===== src/hw/rtl/brb_pkg.sv =====
// ----------------------------------------------------------------------------
// brb_pkg
// Shared types and constants of the byte ring buffer.
// ----------------------------------------------------------------------------
package brb_pkg;

    // DEPTH: power of two, 8 .. 256
    localparam int DEPTH     = 256;
    localparam int MAX_XFER  = 8;
    localparam int NBANK     = 8;
    localparam int BANK_W    = 3;
    localparam int BYTE_W    = 8;
    localparam int LEN_W     = 4;
    localparam int DATA_W    = NBANK * BYTE_W;
    localparam int LVL_W     = 9;
    localparam int PTR_W     = $clog2(DEPTH);
    localparam int CNT_W     = PTR_W + 1;
    localparam int ROW_W     = (PTR_W > BANK_W) ? PTR_W - BANK_W : 1;

    localparam logic ST_DONE    = 1'b0;
    localparam logic ST_REFUSED = 1'b1;

    typedef enum logic [1:0] {
        FN_PUT   = 2'd0,
        FN_GET   = 2'd1,
        FN_PEEK  = 2'd2,
        FN_CLEAR = 2'd3
    } t_func;

    typedef struct packed {
        t_func               func;
        logic [LEN_W-1:0]    length;
        logic [DATA_W-1:0]   put_data;
    } t_req;

    typedef struct packed {
        logic                status;
        logic [DATA_W-1:0]   read_data;
        logic [LVL_W-1:0]    fill_level;
        logic [LVL_W-1:0]    free_space;
        logic                full_out;
    } t_rsp;

    typedef struct packed {
        logic                issue;
        logic                wr_en;
        logic                rd_en;
        logic [PTR_W-1:0]    ptr;
        logic [NBANK-1:0]    lane_mask;
        logic [DATA_W-1:0]   wdata;
    } t_store_req;

endpackage


===== src/hw/rtl/brb_ram.sv =====
// ----------------------------------------------------------------------------
// brb_ram
// Single-port synchronous RAM with registered read.
// ----------------------------------------------------------------------------
module brb_ram #(
    parameter int ADDR_W = 5,
    parameter int DATA_W = 8
) (
    input  logic              i_clk,
    input  logic              i_wr_en,
    input  logic              i_rd_en,
    input  logic [ADDR_W-1:0] i_addr,
    input  logic [DATA_W-1:0] i_wr_data,
    output logic [DATA_W-1:0] o_rd_data
);

    logic [DATA_W-1:0] r_mem [2**ADDR_W];
    logic [DATA_W-1:0] r_rd_data;

    always_ff @(posedge i_clk) begin
        if (i_wr_en) begin
            r_mem[i_addr] <= i_wr_data;
        end
        if (i_rd_en) begin
            r_rd_data <= r_mem[i_addr];
        end
    end

    assign o_rd_data = r_rd_data;

endmodule


===== src/hw/rtl/brb_store.sv =====
// ----------------------------------------------------------------------------
// brb_store
// Byte-banked store: eight byte-wide banks, bank from the low address bits,
// lane rotation on write and read.
// ----------------------------------------------------------------------------
module brb_store (
    input  logic                      i_clk,
    input  logic                      i_rst_n,
    input  brb_pkg::t_store_req       i_sreq,
    output logic [brb_pkg::DATA_W-1:0] o_rd_data
);
    import brb_pkg::*;

    logic [ROW_W-1:0]  bank_row   [NBANK];
    logic              bank_we    [NBANK];
    logic [BYTE_W-1:0] bank_wdata [NBANK];
    logic [BYTE_W-1:0] bank_rdata [NBANK];

    logic [BANK_W-1:0] r_base;
    logic [NBANK-1:0]  r_mask;

    always_comb begin
        logic [BANK_W-1:0] lane;
        logic [PTR_W-1:0]  addr;
        for (int b = 0; b < NBANK; b++) begin
            lane          = BANK_W'(b) - i_sreq.ptr[BANK_W-1:0];
            addr          = PTR_W'(i_sreq.ptr + PTR_W'(lane));
            bank_row[b]   = ROW_W'(addr >> BANK_W);
            bank_we[b]    = i_sreq.wr_en && i_sreq.lane_mask[lane];
            bank_wdata[b] = i_sreq.wdata[BYTE_W*lane +: BYTE_W];
        end
    end

    for (genvar g = 0; g < NBANK; g++) begin : g_bank
        brb_ram #(
            .ADDR_W (ROW_W),
            .DATA_W (BYTE_W)
        ) u_ram (
            .i_clk     (i_clk),
            .i_wr_en   (bank_we[g]),
            .i_rd_en   (i_sreq.rd_en),
            .i_addr    (bank_row[g]),
            .i_wr_data (bank_wdata[g]),
            .o_rd_data (bank_rdata[g])
        );
    end

    always_ff @(posedge i_clk) begin
        if (!i_rst_n) begin
            r_mask <= '0;
        end else if (i_sreq.issue) begin
            r_mask <= i_sreq.rd_en ? i_sreq.lane_mask : '0;
        end
        if (i_sreq.issue) begin
            r_base <= i_sreq.ptr[BANK_W-1:0];
        end
    end

    always_comb begin
        logic [BANK_W-1:0] bank;
        for (int i = 0; i < NBANK; i++) begin
            bank = BANK_W'(r_base + BANK_W'(i));
            o_rd_data[BYTE_W*i +: BYTE_W] = r_mask[i] ? bank_rdata[bank] : '0;
        end
    end

endmodule


===== src/hw/rtl/byte_ring_buffer_bulk.sv =====
// ----------------------------------------------------------------------------
// byte_ring_buffer_bulk
// Circular byte FIFO with bulk put, get, peek and clear of up to eight bytes.
// ----------------------------------------------------------------------------
// The accept in S_IDLE writes the banks or issues the bank read and updates the
// pointers; S_READ then takes the registered bank data into the output register
// once that register is free. A new request is accepted only back in S_IDLE, so
// none is taken before the last result is registered; a stalled result holds it
// back only while the output register is still occupied. There is no clearing
// pass after reset; bytes are read only after they were written.
module byte_ring_buffer_bulk (
    input  logic          i_clk,
    input  logic          i_rst_n,
    input  logic          i_valid,
    output logic          o_stall,
    input  brb_pkg::t_req i_req,
    output logic          o_valid,
    input  logic          i_stall,
    output brb_pkg::t_rsp o_rsp
);
    import brb_pkg::*;

    typedef enum logic {
        S_IDLE,
        S_READ
    } t_state;

    t_state            r_state;
    logic [PTR_W-1:0]  r_wr_ptr, n_wr_ptr;
    logic [PTR_W-1:0]  r_rd_ptr, n_rd_ptr;
    logic              r_full, n_full;
    t_rsp              r_pend, n_pend;
    t_rsp              r_out;
    logic              r_out_valid;

    t_store_req        sreq;
    logic [DATA_W-1:0] store_rdata;

    logic              accept;
    logic              len_ok;
    logic              put_go;
    logic              rd_go;
    logic [CNT_W-1:0]  held_cur, free_cur, held_nxt, len_c;

    always_comb begin
        accept   = i_valid && (r_state == S_IDLE);
        len_ok   = i_req.length <= LEN_W'(MAX_XFER);
        len_c    = CNT_W'(i_req.length);
        held_cur = r_full ? CNT_W'(DEPTH) : {1'b0, r_wr_ptr - r_rd_ptr};
        free_cur = CNT_W'(DEPTH) - held_cur;

        n_wr_ptr = r_wr_ptr;
        n_rd_ptr = r_rd_ptr;
        n_full   = r_full;
        put_go   = 1'b0;
        rd_go    = 1'b0;
        n_pend   = '0;
        n_pend.status = ST_DONE;

        unique case (i_req.func)
            FN_CLEAR: begin
                n_wr_ptr = '0;
                n_rd_ptr = '0;
                n_full   = 1'b0;
            end
            FN_PUT: begin
                if (!len_ok || len_c > free_cur) begin
                    n_pend.status = ST_REFUSED;
                end else if (i_req.length != '0) begin
                    put_go   = 1'b1;
                    n_wr_ptr = PTR_W'(r_wr_ptr + PTR_W'(i_req.length));
                    n_full   = (n_wr_ptr == r_rd_ptr);
                end
            end
            FN_GET, FN_PEEK: begin
                if (!len_ok || len_c > held_cur) begin
                    n_pend.status = ST_REFUSED;
                end else begin
                    rd_go = 1'b1;
                    if (i_req.func == FN_GET && i_req.length != '0) begin
                        n_rd_ptr = PTR_W'(r_rd_ptr + PTR_W'(i_req.length));
                        n_full   = 1'b0;
                    end
                end
            end
            default: begin
                n_pend.status = ST_REFUSED;
            end
        endcase

        held_nxt          = n_full ? CNT_W'(DEPTH) : {1'b0, n_wr_ptr - n_rd_ptr};
        n_pend.fill_level = LVL_W'(held_nxt);
        n_pend.free_space = LVL_W'(CNT_W'(DEPTH) - held_nxt);
        n_pend.full_out   = n_full;

        sreq.issue     = accept;
        sreq.wr_en     = accept && put_go;
        sreq.rd_en     = accept && rd_go;
        sreq.ptr       = (i_req.func == FN_PUT) ? r_wr_ptr : r_rd_ptr;
        sreq.lane_mask = NBANK'((16'd1 << i_req.length) - 16'd1);
        sreq.wdata     = i_req.put_data;
    end

    brb_store u_store (
        .i_clk     (i_clk),
        .i_rst_n   (i_rst_n),
        .i_sreq    (sreq),
        .o_rd_data (store_rdata)
    );

    always_ff @(posedge i_clk) begin
        if (!i_rst_n) begin
            r_state     <= S_IDLE;
            r_wr_ptr    <= '0;
            r_rd_ptr    <= '0;
            r_full      <= 1'b0;
            r_out_valid <= 1'b0;
        end else begin
            if (r_state == S_READ && (!r_out_valid || !i_stall)) begin
                r_out_valid <= 1'b1;
            end else if (r_out_valid && !i_stall) begin
                r_out_valid <= 1'b0;
            end
            unique case (r_state)
                S_IDLE: begin
                    if (accept) begin
                        r_pend   <= n_pend;
                        r_wr_ptr <= n_wr_ptr;
                        r_rd_ptr <= n_rd_ptr;
                        r_full   <= n_full;
                        r_state  <= S_READ;
                    end
                end
                S_READ: begin
                    if (!r_out_valid || !i_stall) begin
                        r_out   <= {r_pend.status, store_rdata, r_pend.fill_level,
                                    r_pend.free_space, r_pend.full_out};
                        r_state <= S_IDLE;
                    end
                end
                default: begin
                    r_state <= S_IDLE;
                end
            endcase
        end
    end

    assign o_stall = (r_state != S_IDLE);
    assign o_valid = r_out_valid;
    assign o_rsp   = r_out;

endmodule


===== config.mk =====
export PLATFORM = sky130hd
export DESIGN_NAME = byte_ring_buffer_bulk
export DESIGN_NICKNAME = d
export VERILOG_FILES = /design/src/hw/rtl/brb_pkg.sv /design/src/hw/rtl/brb_ram.sv /design/src/hw/rtl/brb_store.sv /design/src/hw/rtl/byte_ring_buffer_bulk.sv
export SDC_FILE = /design/constraint.sdc
export NUM_CORES = 2
export LEC_CHECK = 0
export ABC_CLOCK_PERIOD_IN_PS = 12530
export BUFFER_PORTS_ARGS = -buffer_cell sky130_fd_sc_hd__buf_2
export CORE_ASPECT_RATIO = 1.2
export CORE_MARGIN = 8
export CORE_UTILIZATION = 53
export DETAILED_ROUTE_END_ITERATION = 10
export GPL_TIMING_DRIVEN = 0
export PLACE_DENSITY = 0.71
export SYNTH_ARGS = -nofsm -noshare
export SYNTH_HDL_FRONTEND = slang
export SYNTH_HIERARCHICAL = 1
export SYNTH_SLANG_ARGS = --single-unit

===== constraint.sdc =====
create_clock -name i_clk -period 12.53 [get_ports i_clk]
set_clock_uncertainty 0.05 [all_clocks]
set_input_delay 0.6265 -clock i_clk [delete_from_list [all_inputs] [get_ports i_clk]]
set_output_delay 0.6265 -clock i_clk [all_outputs]
set_load 0.1 [all_outputs]

==> impl_metrics.toml <==
[sta]
final-hold-violation-count = 0
rsz0062_at_grt = "false"
fin_setup_tns_ps = 0
setup_viol = 0
worst-slew-pin-transition_ps = 1520
slew_violations = 8
fmaxAchievable_ghz = 0.130
holdWs_ps = 102
maxSlewHeadroom_pct = -2.60
finalCritPeriodShare_pct = 61.5
period_needed_ps = 7700

[grt]
grt_pass1_wl_um = 354000
antenna_found_initial = 16
gr-usage-all-layers_pct = 24.5
globalRoute.totalOverflow = 0
grt_max_degree = 34
grt_pass1_vias = 53145

[yosys]
syn_nets = 5893
syn_area_mm2 = 0.0956
synthArstFlopShare_pct = 0
yosysUniqueCellTypes = 83
seq_area_frac_synth_pct = 70.2
synth_ff_type = "edfxtp_1"
ys_seq_elements = 2242
synth_edf_count = 2215
yosysWarnings = 6
yosys.area.top_type = "edfxtp_1"
netlist.area_leader.share_pct = 69.6
synthCells = 5764
ys_top_cells_by_area = "edfxtp_1 70%, mux2i_1 11%, mux4_2 3.4%, o22ai_1 3.3%, buf_2 1.1%"
syn_avg_cell_area_um2 = 16.6

[die]
num_rows = 170
die_w_um = 404
fp.coreArea_mm2 = 0.179
pin_count = 160
die-area_mm2 = 0.194
start_util_pct = 53.4
chipHeight_um = 481

[power_and_ir_drop]
ir_drop_v = 0.000165
leakagePower_nw = 32.3
power_density_mw_per_mm2 = 149

[routing]
drc = 0
top_layer = "met5"
avgRoutedWirePerCell_um = 28.1
dr_wl_met2_um = 117000
drt_iter0_drc = 6042
met3_length_um = 23600
met1_length_um = 97300
detail-route-antenna-nets = 0
vias_per_cell = 6.31
finalWirelength_um = 245000
vias = 55133
firstDrtPassIters = 8

[layout]
final_area_mm2 = 0.106
area_growth_pct = 11.3
final_nets = 6283
drive_gt1_share_pct = 15.6

[critical_path]
crit_fanout = 10
cp.required_ps = 12920
setup.worst_path.class = "reg2reg"
cp-end-kind = "flip-flop"
arrival_ps = 8100
worst_setup_path_start_kind = "flip-flop"

[clocking]
cts-htree-levels = 4
clkSlewWorstSetupHoldPaths_ps = 70
cts_buffer_depth = 3
clock_sinks = 2242
cts_made_buffers = 207
clock-root-buffer = "clkbuf_16"
post_cts_buffers = 0
tritoncts = "yes"
insertion_delay_ps = 850

[flow_run]
drv_cap = 1

[min_path]
hold_class = "in2reg"

[outcome]
violations = "capacitance limit, slew limit"
status = "finished with violations"

[place]
numPortBuffers = 159
post_dp_cell_area_mm2 = 0.0996
gp_congestion = 1.01
hpwl_um = 172000
[per-stage QoR]
stage | power (mW) | worst slack, ps | util (%) | std cells
5_1_grt | 16.3 | 4550 | 59.4 | 8729
3_5_place_dp | 9.83 | 4820 | 55.6 | 8347
3_3_place_gp | 9.80 | 182 | 55.5 | 8331
2_1_floorplan | 9.33 | 2960 | - | 5764
4_1_cts | 15.9 | 4920 | 59.3 | 8723
6_report | 15.8 | 4830 | 59.4 | 8736
[cell usage after synthesis (all sizes together) (5+ instances only)]
library cell,instances
o21a,7
edfxtp,2215
ha,51
nand2,190
and3,5
nor3b,5
nand4b,32
nand4bb,40
xnor2,49
a21boi,7
nor2,270
o21ai,73
xor2,22
nand2b,9
or2,6
mux4,172
o22ai,512
and2,14
nor2b,34
nand4,14
or3b,24
a22o,39
or3,12
nand3b,38
clkbuf,93
inv,77
a21oi,30
or4,9
nand3,69
mux2i,1027
a22oi,9
nor3,41
buf,278
or4bb,8
dfxtp,27
nor4,133
mux2,50
or4b,33
[logic make-up after synthesis]
logic type	Yosys count	synth area share, %
DFF	2242	70.2
muxes	1249	15.5
and+or+nand+nor	988	5.75
AOI/OAI and AO/OA	709	4.81
buffers and inverters	450	2.38
xor gates and xnor gates	71	0.658
adders and majority gates	55	0.751
[layer usage]
metal	vias up	GRT usage [%]
li1	23925	-
met1	28027	32.9
met2	2723	40.2
met3	450	5.64
met4	8	7.01
met5	-	0
[where the power goes]
part,switching [mW],internal [mW]
logic,0.854,0.297
clock network,2.68,3.48
registers,0.0314,8.50
[what timing repair did]
action	CTS	global route
endpoints found under the hold margin	1	0
endpoints found under the setup margin	0	0
hold buffers	1	0
resized for setup	0	0
[state kept, by name, summed over array words and instances (netlist names)]
signal,count
o_rsp,82
o_stall,1
r_rd_ptr,8
o_valid,1
u_store/r_mask,8
r_wr_ptr,8
u_store/g_bank.u_ram/o_rd_data,64
u_store/r_base,3
r_pend,18
u_store/g_bank.u_ram/r_mem,2048
r_full,1
[path summary, 6_finish.rpt]
| kind | from | endpoint | slack (ps) | cells after the start |
|---|---|---|---|---|
| worst max register to register | r_rd_ptr[0]$_SDFFE_PN0P_ | u_store/g_bank[0].u_ram/r_mem[26][6]$_DFFE_PP_ | 4830 | 19 |
| worst min-delay path | i_rst_n | u_store/r_mask[7]$_SDFFE_PN0P_ | 100 | 2 |
| worst min register to register | r_pend[9]$_DFFE_PP_ | o_rsp[9]$_DFFE_PP_ | 370 | 0 |
| worst max-delay path | r_rd_ptr[0]$_SDFFE_PN0P_ | u_store/g_bank[0].u_ram/r_mem[26][6]$_DFFE_PP_ | 4830 | 19 |
[worst max-delay path, cell delays in order (launching register included)]
cell and delay [ps]:
dfxtp_1 530, ha_1 210, inv_1 40, fa_1 420
xnor2_1 210, or2_2 320, xnor2_1 140, ha_1 290
o21a_1 110, o21a_1 160, o21ai_0 360, a31oi_4 120
a21boi_2 320, nand2_1 150, nor2_1 450, clkbuf_1 430
nand2_1 240, o21ai_0 920, nand3b_1 610, nor3_1 1210
[cells in the final DEF (no fill, tap or decap), types with 19 or more instances in the layout]
| master | count |
|---|---|
| nor2b_1 | 34 |
| ha_1 | 51 |
| nor3_1 | 41 |
| nor2_1 | 265 |
| mux2_2 | 50 |
| nor4_1 | 132 |
| or3b_2 | 24 |
| bufinv_16 | 19 |
| inv_1 | 75 |
| nand4bb_1 | 40 |
| mux4_1 | 25 |
| a21oi_1 | 29 |
| o21ai_0 | 57 |
| edfxtp_1 | 2215 |
| clkbuf_16 | 209 |
| nand4b_1 | 32 |
| or4b_1 | 31 |
| buf_4 | 28 |
| a22o_1 | 39 |
| buf_6 | 30 |
| buf_2 | 363 |
| nand3b_1 | 38 |
| xnor2_1 | 48 |
| nand3_1 | 69 |
| mux2i_1 | 1027 |
| xor2_1 | 22 |
| dfxtp_1 | 27 |
| o22ai_1 | 505 |
| buf_1 | 27 |
| nand2_1 | 187 |
| clkinv_1 | 45 |
| clkinv_2 | 28 |
| mux4_2 | 146 |
| clkbuf_1 | 126 |
[area by class of cell]
cell class | instances | area (µm²)
repair buffers | 181 | 1050
diodes | 8 | 20.0
well taps | 2408 | 3010
plain buffers | 371 | 1980
multi-input cells | 3072 | 26300
fillers | 13428 | 72800
flip-flops and latches | 2242 | 67100
clock inverters | 120 | 1190
clock buffers | 255 | 5450
inverters | 79 | 297
No activity file was read; power rests on OpenSTA's default activity.
